<file path="src/design/qyd_pkg.sv">
`timescale 1ns / 1ps

package qyd_pkg;

   // Field and product widths
   localparam int QUAT_W = 16;
   localparam int PROD_W = 2 * QUAT_W;
   localparam int HEAD_W = 16;

   // Angle accumulator: signed degrees, 16 fraction bits
   localparam int ANG_FRAC  = 16;
   localparam int ANG_W     = 27;
   localparam int RND_SHIFT = ANG_FRAC - 7;
   localparam int RES_W     = ANG_W - RND_SHIFT;

   localparam int ATAN_TAB_LEN = 24;

   localparam logic signed [ANG_W-1:0] DEG_180 = 27'sd11796480;
   localparam logic signed [ANG_W-1:0] DEG_360 = 27'sd23592960;
   localparam logic [ANG_W-1:0]        RND_ADD = 27'd256;
   localparam logic [RES_W-1:0]        HEAD_WRAP = 18'd46080;

   // atan(2^-i) in degrees, Q.16, rounded to nearest
   localparam logic signed [ANG_W-1:0] ATAN_DEG_TAB [ATAN_TAB_LEN] = '{
      27'sd2949120, 27'sd1740967, 27'sd919879, 27'sd466945,
      27'sd234379,  27'sd117304,  27'sd58666,  27'sd29335,
      27'sd14668,   27'sd7334,    27'sd3667,   27'sd1833,
      27'sd917,     27'sd458,     27'sd229,    27'sd115,
      27'sd57,      27'sd29,      27'sd14,     27'sd7,
      27'sd4,       27'sd2,       27'sd1,      27'sd0
   };

endpackage

</file>
<file path="src/design/qyd_cordic_stage.sv">
`timescale 1ns / 1ps

// One vectoring micro-rotation, registered.
module qyd_cordic_stage #(
   parameter int CW   = 37,
   parameter int STEP = 0
) (
   input  logic                              clock,
   input  logic                              reset,
   input  logic                              in_valid,
   output logic                              in_ready,
   input  logic signed [CW-1:0]              in_x,
   input  logic signed [CW-1:0]              in_y,
   input  logic signed [qyd_pkg::ANG_W-1:0]  in_ang,
   input  logic                              in_zero,
   output logic                              out_valid,
   input  logic                              out_ready,
   output logic signed [CW-1:0]              out_x,
   output logic signed [CW-1:0]              out_y,
   output logic signed [qyd_pkg::ANG_W-1:0]  out_ang,
   output logic                              out_zero
);

   localparam logic signed [qyd_pkg::ANG_W-1:0] ATAN_STEP = qyd_pkg::ATAN_DEG_TAB[STEP];

   logic                             valid_ff, valid_in, rdy;
   logic signed [CW-1:0]             x_ff, x_in, y_ff, y_in;
   logic signed [qyd_pkg::ANG_W-1:0] ang_ff, ang_in;
   logic                             zero_ff;
   logic signed [CW-1:0]             dx, dy;

   assign rdy      = !valid_ff || out_ready;
   assign in_ready = rdy;
   assign valid_in = rdy ? in_valid : valid_ff;

   always_comb begin
      dx = in_y >>> STEP;
      dy = in_x >>> STEP;
      if (!in_y[CW-1]) begin
         x_in   = in_x + dx;
         y_in   = in_y - dy;
         ang_in = in_ang + ATAN_STEP;
      end else begin
         x_in   = in_x - dx;
         y_in   = in_y + dy;
         ang_in = in_ang - ATAN_STEP;
      end
   end

   always_ff @(posedge clock) begin
      if (reset) begin
         valid_ff <= 1'b0;
      end else begin
         valid_ff <= valid_in;
      end
   end

   always_ff @(posedge clock) begin
      if (in_valid && rdy) begin
         x_ff    <= x_in;
         y_ff    <= y_in;
         ang_ff  <= ang_in;
         zero_ff <= in_zero;
      end
   end

   assign out_valid = valid_ff;
   assign out_x     = x_ff;
   assign out_y     = y_ff;
   assign out_ang   = ang_ff;
   assign out_zero  = zero_ff;

endmodule

</file>
<file path="config.mk">
export PLATFORM = sky130hd
export DESIGN_NAME = qyd_cordic_stage
export DESIGN_NICKNAME = d
export VERILOG_FILES = /design/src/design/qyd_pkg.sv /design/src/design/qyd_cordic_stage.sv
export SDC_FILE = /design/constraint.sdc
export NUM_CORES = 1
export LEC_CHECK = 0
export ABC_AREA = 0
export BUFFER_PORTS_ARGS = -buffer_cell sky130_fd_sc_hd__buf_2
export CAP_MARGIN = 10
export CELL_PAD_IN_SITES_DETAIL_PLACEMENT = 0
export CELL_PAD_IN_SITES_GLOBAL_PLACEMENT = 1
export CORE_AREA = 2 2 289 148
export CTS_CLUSTER_DIAMETER = 80
export CTS_CLUSTER_SIZE = 8
export DETAILED_ROUTE_END_ITERATION = 8
export DIE_AREA = 0 0 291 150
export PLACE_DENSITY_LB_ADDON = 0.1
export SLEW_MARGIN = 20
export SYNTH_ARGS = -nofsm -noshare
export SYNTH_HDL_FRONTEND = slang
export SYNTH_SLANG_ARGS = --single-unit
</file>
<file path="constraint.sdc">
create_clock -name clock -period 3.2 [get_ports clock]
set_clock_uncertainty 0.15 [all_clocks]
set_input_delay 0.32 -clock clock [delete_from_list [all_inputs] [get_ports clock]]
set_output_delay 0.32 -clock clock [all_outputs]
set_load 0.01 [all_outputs]
</file>
==> impl_metrics.tcl <==
set metrics [dict create \
    num_rows 53 \
    drcViolationCount 0 \
    grtUsageTotal 0.203 \
    netSwitchingPower_w 0.00215 \
    powerDensity_nw_per_um2 377 \
    numPortBuffers 209 \
    netlist_top_cells_area "edfxtp_1 (30%), ha_1 (14%), a21oi_1 (8.1%)" \
    wl_per_cell_um 20.1 \
    core_area_um2 41300 \
    overflow 0 \
    slew_headroom 0.470 \
    drv_cap 0 \
    cts.path.max_buffers 2 \
    start_util 0.246 \
    viasPerCell 4.79 \
    grt_util_met1 0.349 \
    vias 10700 \
    timing_hold_violations_final 0 \
    path_common_cell "buf_4" \
    ys_ff_latch 102 \
    synth_xor_area_frac 0.0611 \
    crit_chain "buf_2 -> ha_2 -> inv_1 -> fa_2 -> o21bai_4 -> a2111oi_4 -> nor4b_2 -> a211oi_2 -> buf_4 -> o21ai_4 -> a311oi_4 -> o31a_2 -> buf_4 -> a31oi_1 -> o311ai_1" \
    antenna_cells 0 \
    busiest_layer "met1" \
    synth_common_cells "a21oi_1 (164), inv_1 (123), ha_1 (117)" \
    syn-num-nets 1405 \
    final_area_um2 14600 \
    netlist_instances 1178 \
    clkSinkCount 102 \
    ant_nets 0 \
    p_int_w 0.00338 \
    cp.required_ns 3.19 \
    synth_compound_area_frac 0.258 \
    maxSlewViolCount 0 \
    power.share.clock 0.221 \
    grt_max_degree 57 \
    pin_count 210 \
    synthAdderAreaFrac 0.152 \
    async_flop_share 0 \
    synth_mux_area_frac 0.0289 \
    tightest_slew_ns 0.775 \
    period_share 0.966 \
    first_pass_iters 5 \
    antenna_found_initial 0 \
    die_x_um 291 \
    critPathKind "primary input to register" \
    vdd_ir_drop_max_mv 0.293 \
    n_fill_cell 4376 \
    netlist.area_leader.share 0.298 \
    first_global_vias 10100 \
    met2_usage 0.241 \
    cp.arrival_ns 3.08 \
    whs_ns 0.0884 \
    drtIter0Drc 1029 \
    path_max_fanout 3 \
    cts_buffers 9 \
    gp_congestion 0.907 \
    area_growth_pct 43.9 \
    yosysUniqueCellTypes 81 \
    combPwrFrac 0.463 \
    dominantRegCellSynth "edfxtp_1" \
    ys_warn_count 0 \
    dp_hpwl_mm 38.1 \
    status "completed" \
    yosysTopAreaCell "edfxtp_1" \
    setup_tns_ns 0 \
    ys_seq_area_frac 0.300 \
    synth_edf_count 101 \
    fmax_mhz 324 \
    insertion_delay_ns 0.40 \
    worst_setup_path_start_kind "primary input" \
    clock-root-buffer "clkbuf_16" \
    synthSimpleGateAreaFrac 0.129 \
    clk_transition_reported_paths_ns 0.09 \
    crit_path_end_kind "register" \
    yosysMostFrequentCell "a21oi_1" \
    synth_top_family_by_area "compound AO/OA/AOI/OAI gates" \
    synthesis.area_um2 10200 \
    post-route-min-period_ns 3.09 \
    switching_share 0.389 \
    cp_slowest_stage_delay_ns 0.40 \
    die-area_um2 43700 \
    grt_pass1_wl_mm 65.3 \
    p_leak_nw 6.76 \
    setup_viol 0 \
    crit_slowest_cell "o31a_2" \
    cts_tree "done" \
    drive_above_1_share 0.348 \
    die_h_um 150 \
    p_seq_frac 0.316 \
    routed_wirelength_mm 45.0 \
    met3_usage 0.0481 \
    hold_class "primary input to register" \
    layout.nets 1908 \
    place_area_um2 14000 \
    cts_max_level 3 \
    avgSynthCellArea_um2 8.64 \
    crit_family "compound AO/OA/AOI/OAI gates" \
    cp_num_buf_inv 4 \
]
[layout by cell type, fill, tap and decap left out, types with 14 or more instances in the layout]
cell type and instances:
buf_4 312, buf_2 208, a21oi_1 162, inv_1 123, ha_1 114, edfxtp_1 101
nor2_1 84, xnor2_1 69, o21ai_0 68, nand2_1 57, o21bai_1 36, mux2i_1 26
a21o_1 24, nor3_1 21, dlygate4sd3_1 19, nand4_1 17, a211oi_1 15, o21ai_1 14
[worst reg2reg max path: cells and delay by family (launching register included)]
kind          cells  cell delay (ns)
buf+inv           1             0.48
flops             1             0.32
simple gates      2             0.27
[stage by stage]
stage / cells / power [W] / util / setup WS [ns]
finish: 2236 / 0.00553 / 0.354 / 0.110
global route: 2236 / 0.00584 / 0.354 / -0.00864
CTS: 2236 / 0.00556 / 0.353 / 0.0139
detailed placement: 2198 / 0.00425 / 0.340 / -0.503
global placement: 2198 / 0.00427 / 0.340 / -0.480
floorplan: 1178 / 0.00300 / - / 0.0762
[registers in the layout, summed over array words and instances, names as in the netlist]
register / cells
out_y: 36
out_x: 37
out_ang: 27
out_valid: 1
out_zero: 1
[kinds of logic after synthesis]
group	count (synthesis)
compound gates	413
buf+inv	181
simple gates	261
fa+ha+maj	121
flops	102
mux	29
xor+xnor	71
[per-layer routing]
layer,vias up,share of wire,routed length (µm)
met2,387,0.34,15300
met3,19,0.081,3650
li1,5241,-,-
met1,5055,0.57,25800
met4,0,0.0058,262
met5,-,0,0
[power by group through the flow]
stage / sequential (W) / combinational (W) / clock (W)
3_5_place_dp: 0.00178 / 0.00247 / 0
5_1_grt: 0.00177 / 0.00276 / 0.00132
3_3_place_gp: 0.00178 / 0.00249 / 0
6_report: 0.00175 / 0.00256 / 0.00122
4_1_cts: 0.00175 / 0.00252 / 0.00129
2_1_floorplan: 0.00187 / 0.00114 / 0
[layout make-up]
| cell class | count | area, µm² | share of cell area |
|---|---|---|---|
| multi-input combinational | 895 | 6480 | 0.442 |
| timing repair buffer | 541 | 3610 | 0.247 |
| sequential | 102 | 3050 | 0.208 |
| tap | 550 | 688 | 0.0470 |
| inverter | 132 | 497 | 0.0339 |
| clock buffer | 9 | 225 | 0.0154 |
| clock inverter | 7 | 91.3 | 0.00624 |
[repair_timing]
action / in CTS / in global routing
endpoints found under the hold margin: 18 / 0
setup endpoints to repair: 3 / 15
resized for setup: 3 / 16
hold buffers: 19 / 0
pin swaps: 4 / 8
setup buffers: 3 / 1
[worst paths after layout]
| path | start | to | slack [ns] | depth (start not counted) |
|---|---|---|---|---|
| max | in_y[0] | out_x[32] | 0.11 | 15 |
| min | in_ang[16] | out_ang[16] | 0.09 | 2 |
| max reg2reg | out_valid | out_x[16] | 1.55 | 3 |
| min reg2reg | out_valid | out_ang[7] | 0.84 | 3 |
Note: power is estimated with default switching activity, not from simulation.
