**src/design/qyd_pkg.sv**
```systemverilog
`timescale 1ns / 1ps

package qyd_pkg;

   // Field and product widths
   localparam int QUAT_W = 16;
   localparam int PROD_W = 2 * QUAT_W;
   localparam int HEAD_W = 16;

   // Angle accumulator: signed degrees, 16 fraction bits
   localparam int ANG_FRAC  = 16;
   localparam int ANG_W     = 27;
   localparam int RND_SHIFT = ANG_FRAC - 7;
   localparam int RES_W     = ANG_W - RND_SHIFT;

   localparam int ATAN_TAB_LEN = 24;

   localparam logic signed [ANG_W-1:0] DEG_180 = 27'sd11796480;
   localparam logic signed [ANG_W-1:0] DEG_360 = 27'sd23592960;
   localparam logic [ANG_W-1:0]        RND_ADD = 27'd256;
   localparam logic [RES_W-1:0]        HEAD_WRAP = 18'd46080;

   // atan(2^-i) in degrees, Q.16, rounded to nearest
   localparam logic signed [ANG_W-1:0] ATAN_DEG_TAB [ATAN_TAB_LEN] = '{
      27'sd2949120, 27'sd1740967, 27'sd919879, 27'sd466945,
      27'sd234379,  27'sd117304,  27'sd58666,  27'sd29335,
      27'sd14668,   27'sd7334,    27'sd3667,   27'sd1833,
      27'sd917,     27'sd458,     27'sd229,    27'sd115,
      27'sd57,      27'sd29,      27'sd14,     27'sd7,
      27'sd4,       27'sd2,       27'sd1,      27'sd0
   };

endpackage

```
**src/design/qyd_finish.sv**
```systemverilog
`timescale 1ns / 1ps

// Wrap to [0, 360), then round to Q9.7 into the output register.
module qyd_finish (
   input  logic                              clock,
   input  logic                              reset,
   input  logic                              in_valid,
   output logic                              in_ready,
   input  logic signed [qyd_pkg::ANG_W-1:0]  in_ang,
   input  logic                              in_zero,
   output logic                              out_valid,
   input  logic                              out_ready,
   output logic [qyd_pkg::HEAD_W-1:0]        heading_deg
);

   logic v1_ff, v1_in, v2_ff, v2_in, r1, r2;
   logic [qyd_pkg::ANG_W-2:0]        pos_ff, pos_in;
   logic                             zero1_ff;
   logic signed [qyd_pkg::ANG_W-1:0] ang_adj;
   logic [qyd_pkg::ANG_W-1:0]        rnd_sum;
   logic [qyd_pkg::RES_W-1:0]        res_raw, res_wrap;
   logic [qyd_pkg::HEAD_W-1:0]       heading_ff, heading_in;

   assign r2 = !v2_ff || out_ready;
   assign r1 = !v1_ff || r2;
   assign in_ready = r1;
   assign v1_in = r1 ? in_valid : v1_ff;
   assign v2_in = r2 ? v1_ff : v2_ff;

   always_comb begin
      ang_adj = in_ang;
      if (in_ang[qyd_pkg::ANG_W-1]) begin
         ang_adj = in_ang + qyd_pkg::DEG_360;
      end
      pos_in = ang_adj[qyd_pkg::ANG_W-1] ? '0 : ang_adj[qyd_pkg::ANG_W-2:0];
   end

   // Round half up; a rounded 360.0 wraps to 0
   always_comb begin
      rnd_sum  = {1'b0, pos_ff} + qyd_pkg::RND_ADD;
      res_raw  = rnd_sum[qyd_pkg::ANG_W-1:qyd_pkg::RND_SHIFT];
      res_wrap = res_raw;
      if (res_raw >= qyd_pkg::HEAD_WRAP) begin
         res_wrap = res_raw - qyd_pkg::HEAD_WRAP;
      end
      if (res_wrap >= qyd_pkg::HEAD_WRAP) begin
         res_wrap = '0;
      end
      heading_in = zero1_ff ? '0 : res_wrap[qyd_pkg::HEAD_W-1:0];
   end

   always_ff @(posedge clock) begin
      if (reset) begin
         v1_ff <= 1'b0;
         v2_ff <= 1'b0;
      end else begin
         v1_ff <= v1_in;
         v2_ff <= v2_in;
      end
   end

   always_ff @(posedge clock) begin
      if (in_valid && r1) begin
         pos_ff   <= pos_in;
         zero1_ff <= in_zero;
      end
      if (v1_ff && r2) begin
         heading_ff <= heading_in;
      end
   end

   assign out_valid   = v2_ff;
   assign heading_deg = heading_ff;

   zero_vector_gives_zero: assert property (@(posedge clock) disable iff (reset)
      (v1_ff && r2 && zero1_ff) |=> (heading_ff == '0))
      else $error("zero vector did not give a zero heading");

endmodule

```
**config.mk**
```make
export PLATFORM = sky130hd
export DESIGN_NAME = qyd_finish
export DESIGN_NICKNAME = d
export VERILOG_FILES = /design/src/design/qyd_pkg.sv /design/src/design/qyd_finish.sv
export SDC_FILE = /design/constraint.sdc
export NUM_CORES = 1
export LEC_CHECK = 0
export BUFFER_PORTS_ARGS = -buffer_cell sky130_fd_sc_hd__buf_2
export CORE_MARGIN = 10
export CORE_UTILIZATION = 60
export CTS_CLUSTER_DIAMETER = 30
export DETAILED_ROUTE_END_ITERATION = 8
export PLACE_DENSITY = 0.89
export SLEW_MARGIN = 20
export SYNTH_ARGS = -nofsm -noshare
export SYNTH_HDL_FRONTEND = slang
export SYNTH_SLANG_ARGS = --single-unit
```
**constraint.sdc**
```tcl
create_clock -name clock -period 10.9 [get_ports clock]
set_input_delay 2.18 -clock clock [delete_from_list [all_inputs] [get_ports clock]]
set_output_delay 2.18 -clock clock [all_outputs]
set_load 0.05 [all_outputs]
```
==> parameters.txt <==
Parameter                              Value

Layout
  Fraction of layout cells with a size suffix above 1    28.5%
  Area Overhead vs Synth    10.1%
  Number of non-filler instances in the completed layout    324
  NumNets Final    309
  Number of diodes added for antenna fixing    0
  Post-route design area    2860 µm²

Worst setup path
  Cell seen most often among critical-path stages    sky130_fd_sc_hd__buf_2
  Data required time of the critical path    8.72 ns
  Slack of the worst reg-to-reg path    6.10 ns
  Bufs and invs on worst path    2
  Top delay family on crit path    simple AND/OR/NAND/NOR gates
  Worst Path Class, Setup    in2out
  CP arrival    2.84 ns
  Critical-path cell list    buf_2, nor2b_1, nand2_1, buf_2
  Critical Path Slowest Stage Cell    sky130_fd_sc_hd__nor2b_1
  Category of the worst setup path capture point    output port
  Maximum cell stage delay along the critical path    0.24 ns
  Largest driver fanout on the critical path    4
  Crit path launch type    input pin

Floorplan
  Io pins    50
  Area of the core    4090 µm²
  Starting density of the core    63.6%
  Horizontal extent of the die    85.8 µm
  Number of placement rows    23
  Die Outline Area    7360 µm²
  Vertical die dimension    85.8 µm

Power and ir drop
  Leakage power figure    1.03 nW
  Ratio of total power to cell area    135 nW/µm²
  Worst VDD drop    0.0000871 V

Global route
  Total gr overflow    0
  Via count of the first global-routing pass    1985
  Wire length of the first global-routing pass    9.15 mm
  Largest net degree at the start of global routing    20
  All-Layer GR Usage    14.9%
  Initial antenna violation count    0

Timing
  Final critical-path share of the clock period    46.0%
  Number of hold violations in the final report    0
  Total negative slack for setup checks    0 ns
  Final setup margin    5.88 ns
  Total setup violations reported at the end of the flow    0
  Least-Margin Pin Slew    0.793 ns
  Hold slack    0.526 ns
  Setup clock skew after layout    0.00937 ns
  Setup repair after global routing missed its margin    false
  Maximum clock frequency    199 MHz
  Max Transition Viols Final    0
  Minimum period implied by the final worst setup slack    5.02 ns
  Worst slew margin relative to its limit    47.1%

Place
  Final Wtd Congestion    0.956
  Dpl cells    316
  Post-place instance area    2740 µm²
  Port bufs    41
  Sum of net half-perimeters after detailed placement    4.05 mm
  Pre-CTS setup slack    5.92 ns

Synth
  Number of enable-type register cells in the synthesized netlist    35
  Share of synthesized registers carrying an async set or reset    0%
  Synthesized area    2600 µm²
  Sequential fraction of the synthesis area    42.0%
  Cell types with the highest counts after synthesis    sky130_fd_sc_hd__edfxtp_1, sky130_fd_sc_hd__nor2_1, sky130_fd_sc_hd__and3_1, sky130_fd_sc_hd__nand2_1, sky130_fd_sc_hd__xnor2_1
  Top_reg_cell synth    sky130_fd_sc_hd__edfxtp_1
  Most frequent cell after synthesis    sky130_fd_sc_hd__edfxtp_1
  Post-synthesis net count    277
  Mapped Cells    241
  Distinct cell type count after synthesis    58
  Area share of the largest cell type after synthesis    40.5%
  Number of synthesized register bits    37
  Number of warnings reported in the yosys synthesis log    0
  Top cells by area in the synthesized netlist    sky130_fd_sc_hd__edfxtp_1, sky130_fd_sc_hd__xnor2_1, sky130_fd_sc_hd__a211oi_2, sky130_fd_sc_hd__and3_1, sky130_fd_sc_hd__nor2_1
  Cell type with the largest total area after synthesis    sky130_fd_sc_hd__edfxtp_1
  Mean instance size in the synthesized netlist    10.8 µm²

Clock network
  Clock tree buffer depth    2
  Number of resized instances in the post-cts repair step    0
  Total CTS buffers    5
  Number of clock sinks seen by CTS    37
  Clock latency at the later pin of the worst-skew pair    0.30 ns
  Root buffer cell    sky130_fd_sc_hd__clkbuf_8
  CTS clk-pin slew, worst paths    0.08 ns
  Quantity of hold-fixing buffers added after cts    0
  Number of post-CTS setup repair buffers    0
  CTS tree    yes
  Level count of the clock H-tree    2

Detailed routing
  DRC    0
  Met1 layer wirelength in the final routing    2.19 mm
  Routed length per instance    16.5 µm
  Highest routed layer    met4
  Vias per std cell    6.21
  Iter 0 DRT Violations    281
  First-pass iteration count of the detailed router    4
  Final antenna-violating net count    0
  Wire length on met2    2.58 mm
  Total wire length after detailed routing    5.36 mm
  DR vias    2011
  Detailed route wirelength on metal3    429 µm

Flow run
  Total of max-cap violations    0

Worst hold path
  Class of the tightest hold or removal check    reg2reg

Status
  Status    finished clean
final timing paths:
kind                                  from                       endpoint  cells past startpoint
setup reg to reg  pos_ff[10]$_SDFFCE_PP0P_  heading_deg[11]$_SDFFCE_PP0P_                     14
hold / removal          v1_ff$_SDFFE_PP0N_         out_valid$_SDFFE_PP0P_                      2
setup / recovery                 out_ready                       in_ready                      4
hold reg to reg         v1_ff$_SDFFE_PP0N_         out_valid$_SDFFE_PP0P_                      2
registers in the layout, indices dropped and copies added, names as in the netlist:
signal       cells
zero1_ff         1
v1_ff            1
out_valid        1
heading_deg     16
pos_ff          18
power breakdown:
part | switching, mW | leakage, nW | internal, mW
combinational | 0.0558 | 0.620 | 0.0299
clock | 0.0511 | 0.0543 | 0.0684
sequential | 0.0120 | 0.357 | 0.168
tightest hold or removal path, stage by stage, from the launching register on:
cell and delay (ns):
sky130_fd_sc_hd__dfxtp_1 0.34, sky130_fd_sc_hd__nor2_1 0.10, sky130_fd_sc_hd__nor2_1 0.04
per-layer routing:
layer / global-route usage, % / up-vias
met3: 4.26 / 18
li1: - / 979
met1: 16.7 / 922
met4: 7.93 / 0
met5: 0 / -
met2: 24.9 / 92
layout by cell type (no fill, tap or decap), drive strengths merged, types with 2 or more instances in the layout:
cell type	count
o31a	2
o31ai	2
a211oi	17
nand4	8
nand2b	4
mux2i	3
edfxtp	35
inv	6
ha	4
dfxtp	2
nand2	17
a31oi	2
nor2	17
and4	2
nor3	4
and2	5
nor3b	2
o21ai	6
clkbuf	5
and3	16
o22a	2
nor2b	4
nand3	8
xnor2	16
o21a	2
nor4	6
a21oi	10
buf	42
xor2	5
o32ai	2
final cells by class:
cell class,count,area [µm²]
clock buffer,5,68.8
clock inverter,3,46.3
fill,309,1230
inverter,6,22.5
multi-input combinational,181,1360
sequential,37,1090
tap,50,62.6
timing repair buffer,42,213
cells by family after synthesis:
logic type / after synthesis / synth area share (%)
buf+inv: 23 / 5.88
flops: 37 / 42.0
compound gates: 56 / 18.9
simple gates: 97 / 23.0
fa+ha+maj: 4 / 1.93
mux: 3 / 1.16
xor+xnor: 21 / 7.08
metrics by stage:
stage | util (%) | power, mW
4_1_cts | 69.9 | 0.387
3_3_place_gp | 67.1 | 0.264
2_1_floorplan | - | 0.253
6_report | 70.0 | 0.386
3_5_place_dp | 67.1 | 0.268
5_1_grt | 70.0 | 0.403
Note: power is estimated with default switching activity, not from simulation.
