**src/design/qyd_pkg.sv**
```systemverilog
`timescale 1ns / 1ps

package qyd_pkg;

   // Field and product widths
   localparam int QUAT_W = 16;
   localparam int PROD_W = 2 * QUAT_W;
   localparam int HEAD_W = 16;

   // Angle accumulator: signed degrees, 16 fraction bits
   localparam int ANG_FRAC  = 16;
   localparam int ANG_W     = 27;
   localparam int RND_SHIFT = ANG_FRAC - 7;
   localparam int RES_W     = ANG_W - RND_SHIFT;

   localparam int ATAN_TAB_LEN = 24;

   localparam logic signed [ANG_W-1:0] DEG_180 = 27'sd11796480;
   localparam logic signed [ANG_W-1:0] DEG_360 = 27'sd23592960;
   localparam logic [ANG_W-1:0]        RND_ADD = 27'd256;
   localparam logic [RES_W-1:0]        HEAD_WRAP = 18'd46080;

   // atan(2^-i) in degrees, Q.16, rounded to nearest
   localparam logic signed [ANG_W-1:0] ATAN_DEG_TAB [ATAN_TAB_LEN] = '{
      27'sd2949120, 27'sd1740967, 27'sd919879, 27'sd466945,
      27'sd234379,  27'sd117304,  27'sd58666,  27'sd29335,
      27'sd14668,   27'sd7334,    27'sd3667,   27'sd1833,
      27'sd917,     27'sd458,     27'sd229,    27'sd115,
      27'sd57,      27'sd29,      27'sd14,     27'sd7,
      27'sd4,       27'sd2,       27'sd1,      27'sd0
   };

endpackage

```
**src/design/qyd_terms.sv**
```systemverilog
`timescale 1ns / 1ps

// Three stages: products, sin/cos terms, quadrant pre-rotation.
module qyd_terms #(
   parameter int FRAC_BITS = 14,
   parameter int TERM_W    = 34,
   parameter int CW        = 37
) (
   input  logic                              clock,
   input  logic                              reset,
   input  logic                              in_valid,
   output logic                              in_ready,
   input  logic signed [qyd_pkg::QUAT_W-1:0] quat_x,
   input  logic signed [qyd_pkg::QUAT_W-1:0] quat_y,
   input  logic signed [qyd_pkg::QUAT_W-1:0] quat_z,
   input  logic signed [qyd_pkg::QUAT_W-1:0] quat_w,
   output logic                              out_valid,
   input  logic                              out_ready,
   output logic signed [CW-1:0]              out_x,
   output logic signed [CW-1:0]              out_y,
   output logic signed [qyd_pkg::ANG_W-1:0]  out_ang,
   output logic                              out_zero
);

   localparam logic signed [TERM_W-1:0] ONE_TERM =
      {{(TERM_W-1){1'b0}}, 1'b1} << (2 * FRAC_BITS);

   logic v1_ff, v1_in, v2_ff, v2_in, v3_ff, v3_in;
   logic r1, r2, r3;

   logic signed [qyd_pkg::PROD_W-1:0] p_wz_ff, p_xy_ff, p_yy_ff, p_zz_ff;
   logic signed [qyd_pkg::PROD_W-1:0] p_wz_in, p_xy_in, p_yy_in, p_zz_in;
   logic signed [TERM_W-1:0]          s_ff, s_in, c_ff, c_in;
   logic                              zero2_ff, zero2_in;
   logic signed [CW-1:0]              x_ff, x_in, y_ff, y_in;
   logic signed [qyd_pkg::ANG_W-1:0]  ang_ff, ang_in;
   logic                              zero3_ff;

   assign r3 = !v3_ff || out_ready;
   assign r2 = !v2_ff || r3;
   assign r1 = !v1_ff || r2;
   assign in_ready = r1;

   assign v1_in = r1 ? in_valid : v1_ff;
   assign v2_in = r2 ? v1_ff : v2_ff;
   assign v3_in = r3 ? v2_ff : v3_ff;

   always_comb begin
      p_wz_in = quat_w * quat_z;
      p_xy_in = quat_x * quat_y;
      p_yy_in = quat_y * quat_y;
      p_zz_in = quat_z * quat_z;
   end

   always_comb begin
      s_in = (TERM_W'(p_wz_ff) + TERM_W'(p_xy_ff)) <<< 1;
      c_in = ONE_TERM - ((TERM_W'(p_yy_ff) + TERM_W'(p_zz_ff)) <<< 1);
      zero2_in = (s_in == '0) && (c_in == '0);
   end

   // Cosine term negative: turn the vector by 180 degrees first
   always_comb begin
      x_in   = CW'(c_ff);
      y_in   = CW'(s_ff);
      ang_in = '0;
      if (c_ff[TERM_W-1]) begin
         x_in   = -CW'(c_ff);
         y_in   = -CW'(s_ff);
         ang_in = s_ff[TERM_W-1] ? -qyd_pkg::DEG_180 : qyd_pkg::DEG_180;
      end
   end

   always_ff @(posedge clock) begin
      if (reset) begin
         v1_ff <= 1'b0;
         v2_ff <= 1'b0;
         v3_ff <= 1'b0;
      end else begin
         v1_ff <= v1_in;
         v2_ff <= v2_in;
         v3_ff <= v3_in;
      end
   end

   always_ff @(posedge clock) begin
      if (in_valid && r1) begin
         p_wz_ff <= p_wz_in;
         p_xy_ff <= p_xy_in;
         p_yy_ff <= p_yy_in;
         p_zz_ff <= p_zz_in;
      end
      if (v1_ff && r2) begin
         s_ff     <= s_in;
         c_ff     <= c_in;
         zero2_ff <= zero2_in;
      end
      if (v2_ff && r3) begin
         x_ff     <= x_in;
         y_ff     <= y_in;
         ang_ff   <= ang_in;
         zero3_ff <= zero2_ff;
      end
   end

   assign out_valid = v3_ff;
   assign out_x     = x_ff;
   assign out_y     = y_ff;
   assign out_ang   = ang_ff;
   assign out_zero  = zero3_ff;

endmodule

```
**config.mk**
```make
export PLATFORM = sky130hd
export DESIGN_NAME = qyd_terms
export DESIGN_NICKNAME = d
export VERILOG_FILES = /design/src/design/qyd_pkg.sv /design/src/design/qyd_terms.sv
export SDC_FILE = /design/constraint.sdc
export NUM_CORES = 2
export LEC_CHECK = 0
export ABC_AREA = 1
export BUFFER_PORTS_ARGS = -buffer_cell sky130_fd_sc_hd__buf_4
export CORE_ASPECT_RATIO = 1.1
export CORE_MARGIN = 3
export CORE_UTILIZATION = 40
export DETAILED_ROUTE_END_ITERATION = 6
export HOLD_SLACK_MARGIN = 0.06
export PLACE_DENSITY_LB_ADDON = 0.2
export SYNTH_ARGS = -nofsm -noshare
export SYNTH_HDL_FRONTEND = slang
export SYNTH_SLANG_ARGS = --single-unit
export TNS_END_PERCENT = 10
```
**constraint.sdc**
```tcl
create_clock -name clock -period 8.83 [get_ports clock]
set_input_delay 0.883 -clock clock [delete_from_list [all_inputs] [get_ports clock]]
set_output_delay 0.883 -clock clock [all_outputs]
set_load 0.005 [all_outputs]
```
==> run metrics <==
status finished clean; GR peak layer met2; Filler cells approximately 13000; largest net degree at the start of global routing 77; fin nets around 7900; crit path DAT a little under 7 ns; share of layout cells above drive strength 1 0.0445; initial antenna violation count 5; Slew Limit Fails 0; crit-path max FO 33; total CTS buffers 31; synth top area cells fa_1 (37%), edfxtp_1 (15%), inv_1 (13%); drc violations 0; ys flop type edfxtp_1; Max-slew headroom 0.326; Worst Tran Pin Value 1.01 ns; Finished Layout Cells just over 8000; Hold Fails Final Rpt 0; gpl congestion just over 0.9; critical-path cell list buf_4, nand2_1, fa_1, fa_1, fa_1, inv_1, ha_1, fa_1, fa_1, ha_1, a21oi_1, o21ai_0, a21oi_1, nor2_1, o21ai_1, o21bai_1, a21oi_1, inv_1, a21oi_1, o21ai_1, xor2_1; post-synth top area cell fa_1; final wirelength between 100000 and 150000 um; area occupied by multi-input gates 37700 um^2; asr flop ratio synth 0; IO Count 172; global routing usage on met2 0.346; # port buffers 151; # setup viols final 0; Core Util, Final 0.431; initial cell density of the core 0.404; Netlist cell types 54; chip height ~390 um; Reg area 8140 um^2; Die ar. around 140000 um^2; hold buffers post-CTS 0; Final Cycle Share 0.751; Layout Skew 0.0200 ns; dpl cell area 56400 um^2; Critical Path Source quat_y[1]; total setup buffers inserted after CTS 0; met1 global-route usage 0.270; hold path depth 0; slowest cell delay on critical path 0.54 ns; Vias 38900; RSZ-0062 raised after global routing no; synthesized area per cell about 8.4 um^2; std cell rows between 100 and 150; clk sink count around 270; setup TNS 0 ns; post-synthesis sequential area ratio 0.152; number of flops mapped to enable cells by yosys 269; Max-Cap Viols 0; placed cell count 8150; Ys Warns 0; commonest cells in the netlist inv_1 (1899), nand2_1 (1393), fa_1 (993); top-count cell post-synth inv_1; DRT Pass-1 Iters 5; worst reg-to-reg setup slack approximately 5.3 ns; post-route minimum period around 6.6 ns; met3 Usage GRT 0.0134; Crit Path Class input port to register; RR Endpoint zero2_ff; Vias/cell 4.73; max frequency approximately 0.15 GHz; critical path's slowest cell fa_1; overall routing resource usage 0.197; clock-pin slew on the worst setup and hold paths around 0.060 ns; Worst Hold Class register to register; DRT iter0 DRCs roughly 2000; drt wl/cell approximately 16 um; clk_lat worst skew 0.58 ns; Mapped Cells between 6000 and 7000; most frequent CP cell fa_1; Area Overhead vs Synth 6.77%; CTS tree yes; vias in the first global route 40900; RR Startpoint p_xy_ff[0]; worst reg-to-reg path cell count 18; crit start category input port; #FFs+latches synth 272; Worst Hold Endpoint out_zero; Worst Setup End Kind register; DRT antenna net count 0; min-delay src zero2_ff; Finished Cell Area about 57000 um^2; DP Wirelength around 110000 um; Die Wd ~360 um; total gr overflow 0; Resize count post-CTS 0; H-Tree Level Count 1; first-pass GRT wire length between 200000 and 250000 um; clock tree buffer depth 3; Yosys top cell area share 0.370; Post-Syn Area between 50000 and 60000 um^2; core area around 130000 um^2; CP required about 9.2 ns; CTS root buffer clkbuf_16
==> cell usage in the layout (no fill, tap or decap), types with 7 or more instances in the layout <==
master,netlist,final
nand3_2,7,7
clkbuf_16,0,31
nand2_2,13,13
fa_1,993,993
inv_1,1899,1897
conb_1,1,23
a21boi_0,7,7
o21ai_1,8,8
or2_2,20,20
o21ai_0,79,79
ha_1,416,416
a31oi_1,19,19
o21a_1,10,10
nor3_1,34,34
nand3b_1,9,9
nor2_1,270,270
o21bai_1,27,27
o211ai_1,9,9
nor4_1,9,9
nand2_1,1393,1393
a21oi_1,191,190
xor2_1,153,153
nand3_1,140,140
nand4_1,38,38
nor2_2,12,12
edfxtp_1,269,269
buf_4,26,160
xnor2_1,95,95
a21o_1,14,14
==> logic make-up (layout without fill, tap and decap cells) <==
family | Yosys count | after routing | synth area share
other | 1 | 27 | 0.0000698
buffers and inverters | 2107 | 2120 | 0.149
flip-flops | 272 | 272 | 0.152
adder cells (fa/ha/maj) | 1409 | 1409 | 0.467
XOR/XNOR | 248 | 248 | 0.0404
AND/OR/NAND/NOR | 1967 | 1967 | 0.150
AO/OA/AOI/OAI | 392 | 392 | 0.0418
==> metrics by stage <==
step,setup WS (ns),hold slack [ns]
floorplan,2.40,0.400
global placement,1.63,0.414
detailed placement,1.61,0.407
CTS,2.22,0.421
global route,1.81,0.429
finish,2.20,0.420
==> layer usage <==
layer,wire [um],part of all wire
met5,13,0.000097
met4,2680,0.020
met3,5190,0.039
met2,66300,0.50
met1,59300,0.44
==> sequential cells by signal (all words and copies together) (netlist names) <==
signal / cells
c_ff: 33
out_ang: 3
out_valid: 1
out_x: 36
out_y: 36
out_zero: 1
p_wz_ff: 32
p_xy_ff: 32
p_yy_ff: 31
p_zz_ff: 31
s_ff: 33
v1_ff: 1
v2_ff: 1
zero2_ff: 1
==> how the worst max path moves through the flow <==
stage                       end  slack, ns
floorplan           p_wz_ff[31]       2.40
global placement    p_xy_ff[29]       1.63
detailed placement  p_xy_ff[29]       1.61
CTS                 p_xy_ff[29]       2.22
global route        p_xy_ff[29]       1.81
finish              p_xy_ff[29]       2.20
==> layout make-up <==
class / instances / share of cell area
inverters: 1904 / 0.125
diodes: 4 / 0.000175
flip-flops and latches: 272 / 0.142
clock inverters: 20 / 0.00305
multi-input cells: 4039 / 0.657
repair buffers: 160 / 0.0209
well taps: 1775 / 0.0387
clock buffers: 36 / 0.0139
==> critical path, delay by kind of cell <==
kind / cells / cell delay (ns)
buf+inv: 3 / 0.49
xor+xnor: 1 / 0.15
simple gates: 2 / 0.27
fa+ha+maj: 7 / 3.22
compound gates: 8 / 1.88
Power is not shown: default switching activity piles up to over one toggle a cycle in this logic, so the estimate is an artifact.
